File: src/design/dmcsr_pkg.sv
package dmcsr_pkg;

    localparam logic [62:0] MOD_P = 63'h7fffffffffffffe7;
    localparam logic [62:0] MOD_Q = 63'h7fffffffffffff5b;
    localparam logic [62:0] STRIDE_P_RST = 63'h39F750241C2D5D33;
    localparam logic [62:0] STRIDE_Q_RST = 63'h32F50FEE9B2A32BB;
    localparam logic [63:0] MIX_BASE_RST = 64'hA2CB4411BA257552;
    localparam logic [63:0] TOP_BIT = 64'h8000000000000000;

    localparam logic OP_NEXT = 1'b0;
    localparam logic OP_SEEK = 1'b1;

    localparam logic [1:0] REG_STRIDE_P = 2'd0;
    localparam logic [1:0] REG_STRIDE_Q = 2'd1;
    localparam logic [1:0] REG_MIX_BASE = 2'd2;

    typedef enum logic [1:0] {
        MUL_MIX = 2'd0,
        MUL_SQR = 2'd1
    } t_mul_sel;

    typedef struct packed {
        logic     load_in;
        logic     seek_clear;
        logic     seek_step;
        logic     mul_start;
        t_mul_sel mul_sel;
        logic     mul_part;
        logic     mul_fold;
        logic     adv;
        logic     out_load;
    } t_cmd;

    typedef struct packed {
        logic mul_last;
    } t_sts;

endpackage

File: src/design/dmcsr_ctrl.sv
module dmcsr_ctrl (
    input  logic            i_clk,
    input  logic            i_rst_n,
    input  logic            i_in_valid,
    input  logic            i_in_op,
    output logic            o_in_ready,
    output logic            o_out_valid,
    input  logic            i_out_ready,
    output dmcsr_pkg::t_cmd o_cmd,
    input  dmcsr_pkg::t_sts i_sts
);
    typedef enum logic [6:0] {
        S_IDLE = 7'b0000001,
        S_SEEK = 7'b0000010,
        S_MUL1 = 7'b0000100,
        S_FIN1 = 7'b0001000,
        S_SQ   = 7'b0010000,
        S_FIN2 = 7'b0100000,
        S_OUT  = 7'b1000000
    } t_state;

    t_state      r_state, n_state;
    logic [5:0]  r_cnt, n_cnt;
    logic        r_oval, n_oval;
    logic        r_sq_go;

    assign o_in_ready  = (r_state == S_IDLE);
    assign o_out_valid = r_oval;

    always_comb begin
        n_state = r_state;
        n_cnt   = r_cnt;
        n_oval  = r_oval && !i_out_ready;
        o_cmd   = '0;
        case (r_state)
            S_IDLE: begin
                if (i_in_valid) begin
                    o_cmd.load_in = 1'b1;
                    if (i_in_op == dmcsr_pkg::OP_SEEK) begin
                        o_cmd.seek_clear = 1'b1;
                        n_cnt   = '0;
                        n_state = S_SEEK;
                    end else begin
                        o_cmd.mul_start = 1'b1;
                        o_cmd.mul_sel   = dmcsr_pkg::MUL_MIX;
                        n_state = S_MUL1;
                    end
                end
            end
            S_SEEK: begin
                o_cmd.seek_step = 1'b1;
                n_cnt = r_cnt + 6'd1;
                if (r_cnt == 6'd63) begin
                    n_state = S_IDLE;
                end
            end
            S_MUL1: begin
                o_cmd.mul_part = 1'b1;
                o_cmd.mul_fold = (r_cnt != 6'd0);
                n_cnt = r_cnt + 6'd1;
                if (i_sts.mul_last) begin
                    n_state = S_FIN1;
                end
            end
            S_FIN1: begin
                o_cmd.mul_fold = 1'b1;
                n_state = S_SQ;
            end
            S_SQ: begin
                if (r_sq_go) begin
                    o_cmd.mul_start = 1'b1;
                    o_cmd.mul_sel   = dmcsr_pkg::MUL_SQR;
                end else begin
                    o_cmd.mul_part = 1'b1;
                    o_cmd.mul_fold = (r_cnt != 6'd0);
                    n_cnt = r_cnt + 6'd1;
                    if (i_sts.mul_last) begin
                        n_state = S_FIN2;
                    end
                end
            end
            S_FIN2: begin
                o_cmd.mul_fold = 1'b1;
                n_state = S_OUT;
            end
            S_OUT: begin
                if (!r_oval || i_out_ready) begin
                    o_cmd.out_load = 1'b1;
                    o_cmd.adv      = 1'b1;
                    n_oval  = 1'b1;
                    n_state = S_IDLE;
                end
            end
            default: n_state = S_IDLE;
        endcase
        if (r_state == S_FIN1) begin
            o_cmd.mul_start = 1'b0;
        end
    end

    always_ff @(posedge i_clk) begin
        if (!i_rst_n) begin
            r_state <= S_IDLE;
            r_cnt   <= '0;
            r_oval  <= 1'b0;
            r_sq_go <= 1'b0;
        end else begin
            r_state <= n_state;
            r_oval  <= n_oval;
            r_sq_go <= (r_state == S_FIN1);
            if ((r_state == S_MUL1 || r_state == S_SQ) && i_sts.mul_last) begin
                r_cnt <= '0;
            end else if (r_state == S_IDLE && i_in_valid) begin
                r_cnt <= '0;
            end else begin
                r_cnt <= n_cnt;
            end
        end
    end
endmodule
File: config.mk
export PLATFORM = sky130hd
export DESIGN_NAME = dmcsr_ctrl
export DESIGN_NICKNAME = d
export VERILOG_FILES = /design/src/design/dmcsr_pkg.sv /design/src/design/dmcsr_ctrl.sv
export SDC_FILE = /design/constraint.sdc
export NUM_CORES = 1
export LEC_CHECK = 0
export ABC_AREA = 0
export CAP_MARGIN = 15
export CORE_MARGIN = 2
export CORE_UTILIZATION = 54
export DETAILED_ROUTE_END_ITERATION = 16
export DONT_BUFFER_PORTS = 1
export PLACE_DENSITY = 0.72
export SLEW_MARGIN = 20
export SYNTH_ARGS = -nofsm -noshare
export SYNTH_HDL_FRONTEND = slang
export SYNTH_SLANG_ARGS = --single-unit
File: constraint.sdc
create_clock -name i_clk -period 1.9 [get_ports i_clk]
set_input_delay 0.095 -clock i_clk [delete_from_list [all_inputs] [get_ports i_clk]]
set_output_delay 0.095 -clock i_clk [all_outputs]
set_load 0.03 [all_outputs]
; ---- Yosys cells after proc, flatten, opt, wreduce, memory -nomap -nowiden
; Cells that the tools add are included.
[classes]
addsub = 1
n_eq_ne = 15
bitwise = 1
n_reduce_logical = 14
muxes = 28
[op_table]
columns = operator, count
row1 = case mux 7 bit (7 select lines), 1
row2 = 2-to-1 mux 7 bit, 6
row3 = 2-to-1 mux 6 bit, 3
row4 = case mux 6 bit (3 select lines), 1
row5 = "!= test 2 bit, second input constant", 7
row6 = 2-to-1 mux 3 bit, 4
row7 = 2-to-1 mux 2 bit, 5
row8 = "== test 7 x 1 -> 1 bit, second input constant", 1
row9 = "== test 7 x 2 -> 1 bit, second input constant", 1
row10 = "== test 7 x 3 -> 1 bit, second input constant", 1
row11 = "== test 7 x 4 -> 1 bit, second input constant", 1
row12 = "== test 7 x 5 -> 1 bit, second input constant", 1
row13 = "== test 7 x 6 -> 1 bit, second input constant", 1
row14 = "== test 7 bit, second input constant", 1
row15 = "adder 6 x 1 -> 6 bit, second input constant", 1
row16 = "== test 6 bit, second input constant", 1
row17 = case mux 3 bit (2 select lines), 1
row18 = AND reduction 6 bit, 1
row19 = nonzero test 6 bit, 1
row20 = 2-to-1 mux 1 bit, 5
row21 = AND reduction 4 bit, 1
row22 = OR reduction 2 bit, 2
row23 = logical AND 1 bit, 3
row24 = case mux 1 bit (3 select lines), 1
row25 = other kinds (6), 8
[word_totals]
regBits = 15
out_inout_bits = 12
input_bits = 6

; ---- Depth between registers and ports, before layout
[depth]
ltp_word = 4
mapped_depth = 7
mapped_depth_nobuf = 6

; ---- Least setup slack after synthesis
; No wires, ideal clock.
[synth_timing]
kind = flip-flop to output port
startpoint = register r_state[2]
endpoint = output o_cmd[6] (netlist name)
t_arrival_ns = 2.221
setup_slack_ns = -0.416
path_stages_with_launch = 6
path_buffers = 1
t_required_ns = 1.805
path_cell_list = dfxtp_1 > buf_6 > nor4_4 > nor4b_4 > nand2_1 > o21ai_0
[synth_rtl]
columns = item, line_no
row1 = "start, declared", dmcsr_ctrl.sv:22  ; t_state r_state, n_state;
row2 = "start signal, assigned", dmcsr_ctrl.sv:108  ; r_state <= n_state;
row3 = "end, declared", dmcsr_ctrl.sv:9  ; output dmcsr_pkg::t_cmd o_cmd,

==> impl_metrics.ini <==
[run]
max-cap-violations = 0

[clock_network]
cts_tree = built
cts.path.max_buffers = 2
clock_sinks = 15
htree_levels = 1
clk_pin_slew_ns = 0.10
clock-root-buffer = clkbuf_4
clk_latency_ns = 0.30
numCtsBuffers = 3

[outcome]
violations = setup timing
status = finished, violations left

[placed_design]
placed_area_um2 = 1050
dp_hpwl_um = 1670
dpl_worst_slack_ns = 0.00930
numPlacedInstances = 145
place.gp.congestion = 0.861
port_buffers = 0

[cells_and_area]
diodes = 0
postLayoutCellArea_um2 = 1180
fin_nets = 145
syn2layout_area_growth_pct = 23.8
drive_above_1_share_pct = 26.5
stdcell_count = 153
fin_util_pct = 69.8
fill_cells = 132

[floorplan]
core_um2 = 1690
rows = 15
die_x_um = 46.0
io_pins = 18
start_util_pct = 56.4
dieArea_um2 = 2120
die_h_um = 46.0

[timing]
maxSlewViolCount = 0
final.min_clock_period_ns = 1.91
timing.final.ws_setup_ns = -0.00542
setup_tns_ns = -0.00542
grt_setup_unrepaired = true
period_share_pct = 100
setup_viol = 1
hold_ws_ns = 0.0328
hold_viol = 0
timing.fmax_ghz = 0.525
fin_skew_ns = 0.0102

[power_and_ir_drop]
p_sw_share_pct = 36.9
p_clk_share_pct = 22.3
sequentialPowerShare_pct = 39.8
vdd_ir_drop_max_mv = 0.725
power_switching_mw = 0.317
internal_power_mw = 0.543
comb_power_share_pct = 37.9
powerDensity_nw_per_um2 = 730
power.total_mw = 0.860
p_leak_nw = 0.528

[yosys]
muxShareOfSynthArea_pct = 2.23
synth_top_area_cell = dfxtp_1
yosysSeqAreaShare_pct = 31.5
synth_edf_count = 0
syn_area_per_cell_um2 = 7.93
yosysTopAreaCellShare_pct = 31.5
synth-adder-area-share_pct = 2.63
yosysUniqueCellTypes = 39
netlist_instances = 120
syn_area_um2 = 952
syn_nets = 128
synth_top_family_by_area = simple AND/OR/NAND/NOR gates
yosys_warnings = 0
synth-compound-area-share_pct = 17.7
ys_ff_latch = 15
synthFlopType = dfxtp_1
synth_area_leaders = dfxtp_1, nand2_1, inv_1, nand3_1, a21oi_1
synthSimpleGateAreaFrac_pct = 35.3
synth_xor_area_share_pct = 1.84
async_flop_share_pct = 0

[critical_path]
critical_path_peak_fanout = 7
path_delay_family = simple AND/OR/NAND/NOR gates
cp-start-kind = flop
crit_path_frequent_cell = buf_6
arrival_ns = 1.81
worst-path-buf-inv = 2
slowest_stage = dfxtp_2
max_stage_delay_ns = 0.35
required_ns = 1.80
worstPathCellList = nor4_4 -> nor4b_4 -> buf_6 -> nand2_4 -> o21ai_2 -> buf_6
worstSetupPathType = reg -> out
cp-end-kind = output port

[global_routing]
grt_pass1_vias = 911
grt_use_total_pct = 25.1
grt_overflow = 0
antenna_found_initial = 0
grt_pass1_wl_um = 3730
grt_max_degree = 11

[drt]
vias_per_cell = 6.14
wire_per_inst_um = 15.7
drc = 0
drt-initial-drc-count = 24
routed_wl_um = 2400
first_pass_iters = 4
antenna_left = 0
dr_total_vias = 939

[worst_hold_path]
min_path_type = in -> reg
[cell usage in the layout, fill, tap and decap left out, types with 4 or more instances in the layout]
master,n
a21o_1,4
a21oi_1,6
buf_4,13
dfxtp_1,13
inv_1,10
nand2_1,14
nand2b_1,4
nand3_1,7
nor2_1,4
[per-layer routing]
metal  global-route usage, %  vias to the layer above  wire length, um
li1                        -                      457                -
met4                    13.1                        0               47
met2                    38.3                       36             1150
met3                    9.52                        6              156
met1                    30.2                      440             1040
met5                       0                        -                0
[cell usage after synthesis, drive strengths merged, types with 4 or more instances]
master / n
a21o: 4
a21oi: 6
buf: 5
dfxtp: 15
inv: 10
nand2: 15
nand2b: 4
nand3: 7
nor2: 6
nor4: 4
o21ai: 5
[sequential cells by signal, indices dropped and copies added (netlist names)]
signal / flops
r_state: 7
r_sq_go: 1
r_cnt: 6
o_out_valid: 1
[cells by family (layout without fill, tap and decap cells)]
family          count (synthesis)  after routing
simple gates                   58             58
fa+ha+maj                       2              2
other cells                     1              1
flops                          15             15
mux                             2              2
buf+inv                        16             32
xor+xnor                        2              2
compound gates                 24             24
[worst reg2reg max path, stage by stage (launching register included)]
cell	delay [ns]
dfxtp_2	0.35
nor4_4	0.30
nor4b_4	0.29
buf_4	0.19
a221o_1	0.27
nor2_2	0.07
mux2_1	0.30
[final cells by class]
class                           instances  area [um^2]  share of cell area (%)
Tap cell                               17         21.3                    1.80
Multi-Input combinational cell         89          629                    53.4
Clock buffer                            3         22.5                    1.91
Sequential cell                        15          303                    25.7
Inverter                               10         37.5                    3.18
Clock inverter                          1         5.00                   0.425
Timing Repair Buffer                   18          160                    13.6
[power groups by stage]
| stage | combinational, mW | sequential, mW | clock [mW] |
|---|---|---|---|
| after floorplan | 0.198 | 0.341 | 0 |
| after global placement | 0.252 | 0.344 | 0 |
| after detailed placement | 0.258 | 0.346 | 0 |
| after CTS | 0.296 | 0.339 | 0.195 |
| after global routing | 0.347 | 0.343 | 0.208 |
| final | 0.326 | 0.342 | 0.192 |
[what timing repair did]
action	4_1_cts	5_1_grt
setup buffers	1	1
pin swaps	2	5
hold buffers	2	0
hold endpoints to repair	6	0
setup endpoints to repair	4	12
gates resized for setup	5	11
[path summary, 6_finish.rpt]
check	depth (start not counted)	start	end	slack, ns
min reg2reg	1	r_cnt[1]$_SDFFE_PP0P_	r_cnt[1]$_SDFFE_PP0P_	0.56
min	2	i_rst_n	r_state[1]$_SDFFE_PN0P_	0.03
max	6	r_state[3]$_SDFFE_PN0P_	o_cmd[6]	-0.005
max reg2reg	6	r_state[3]$_SDFFE_PN0P_	r_cnt[0]$_SDFFE_PP0P_	0.01
Power figures use the tool's default switching activity.
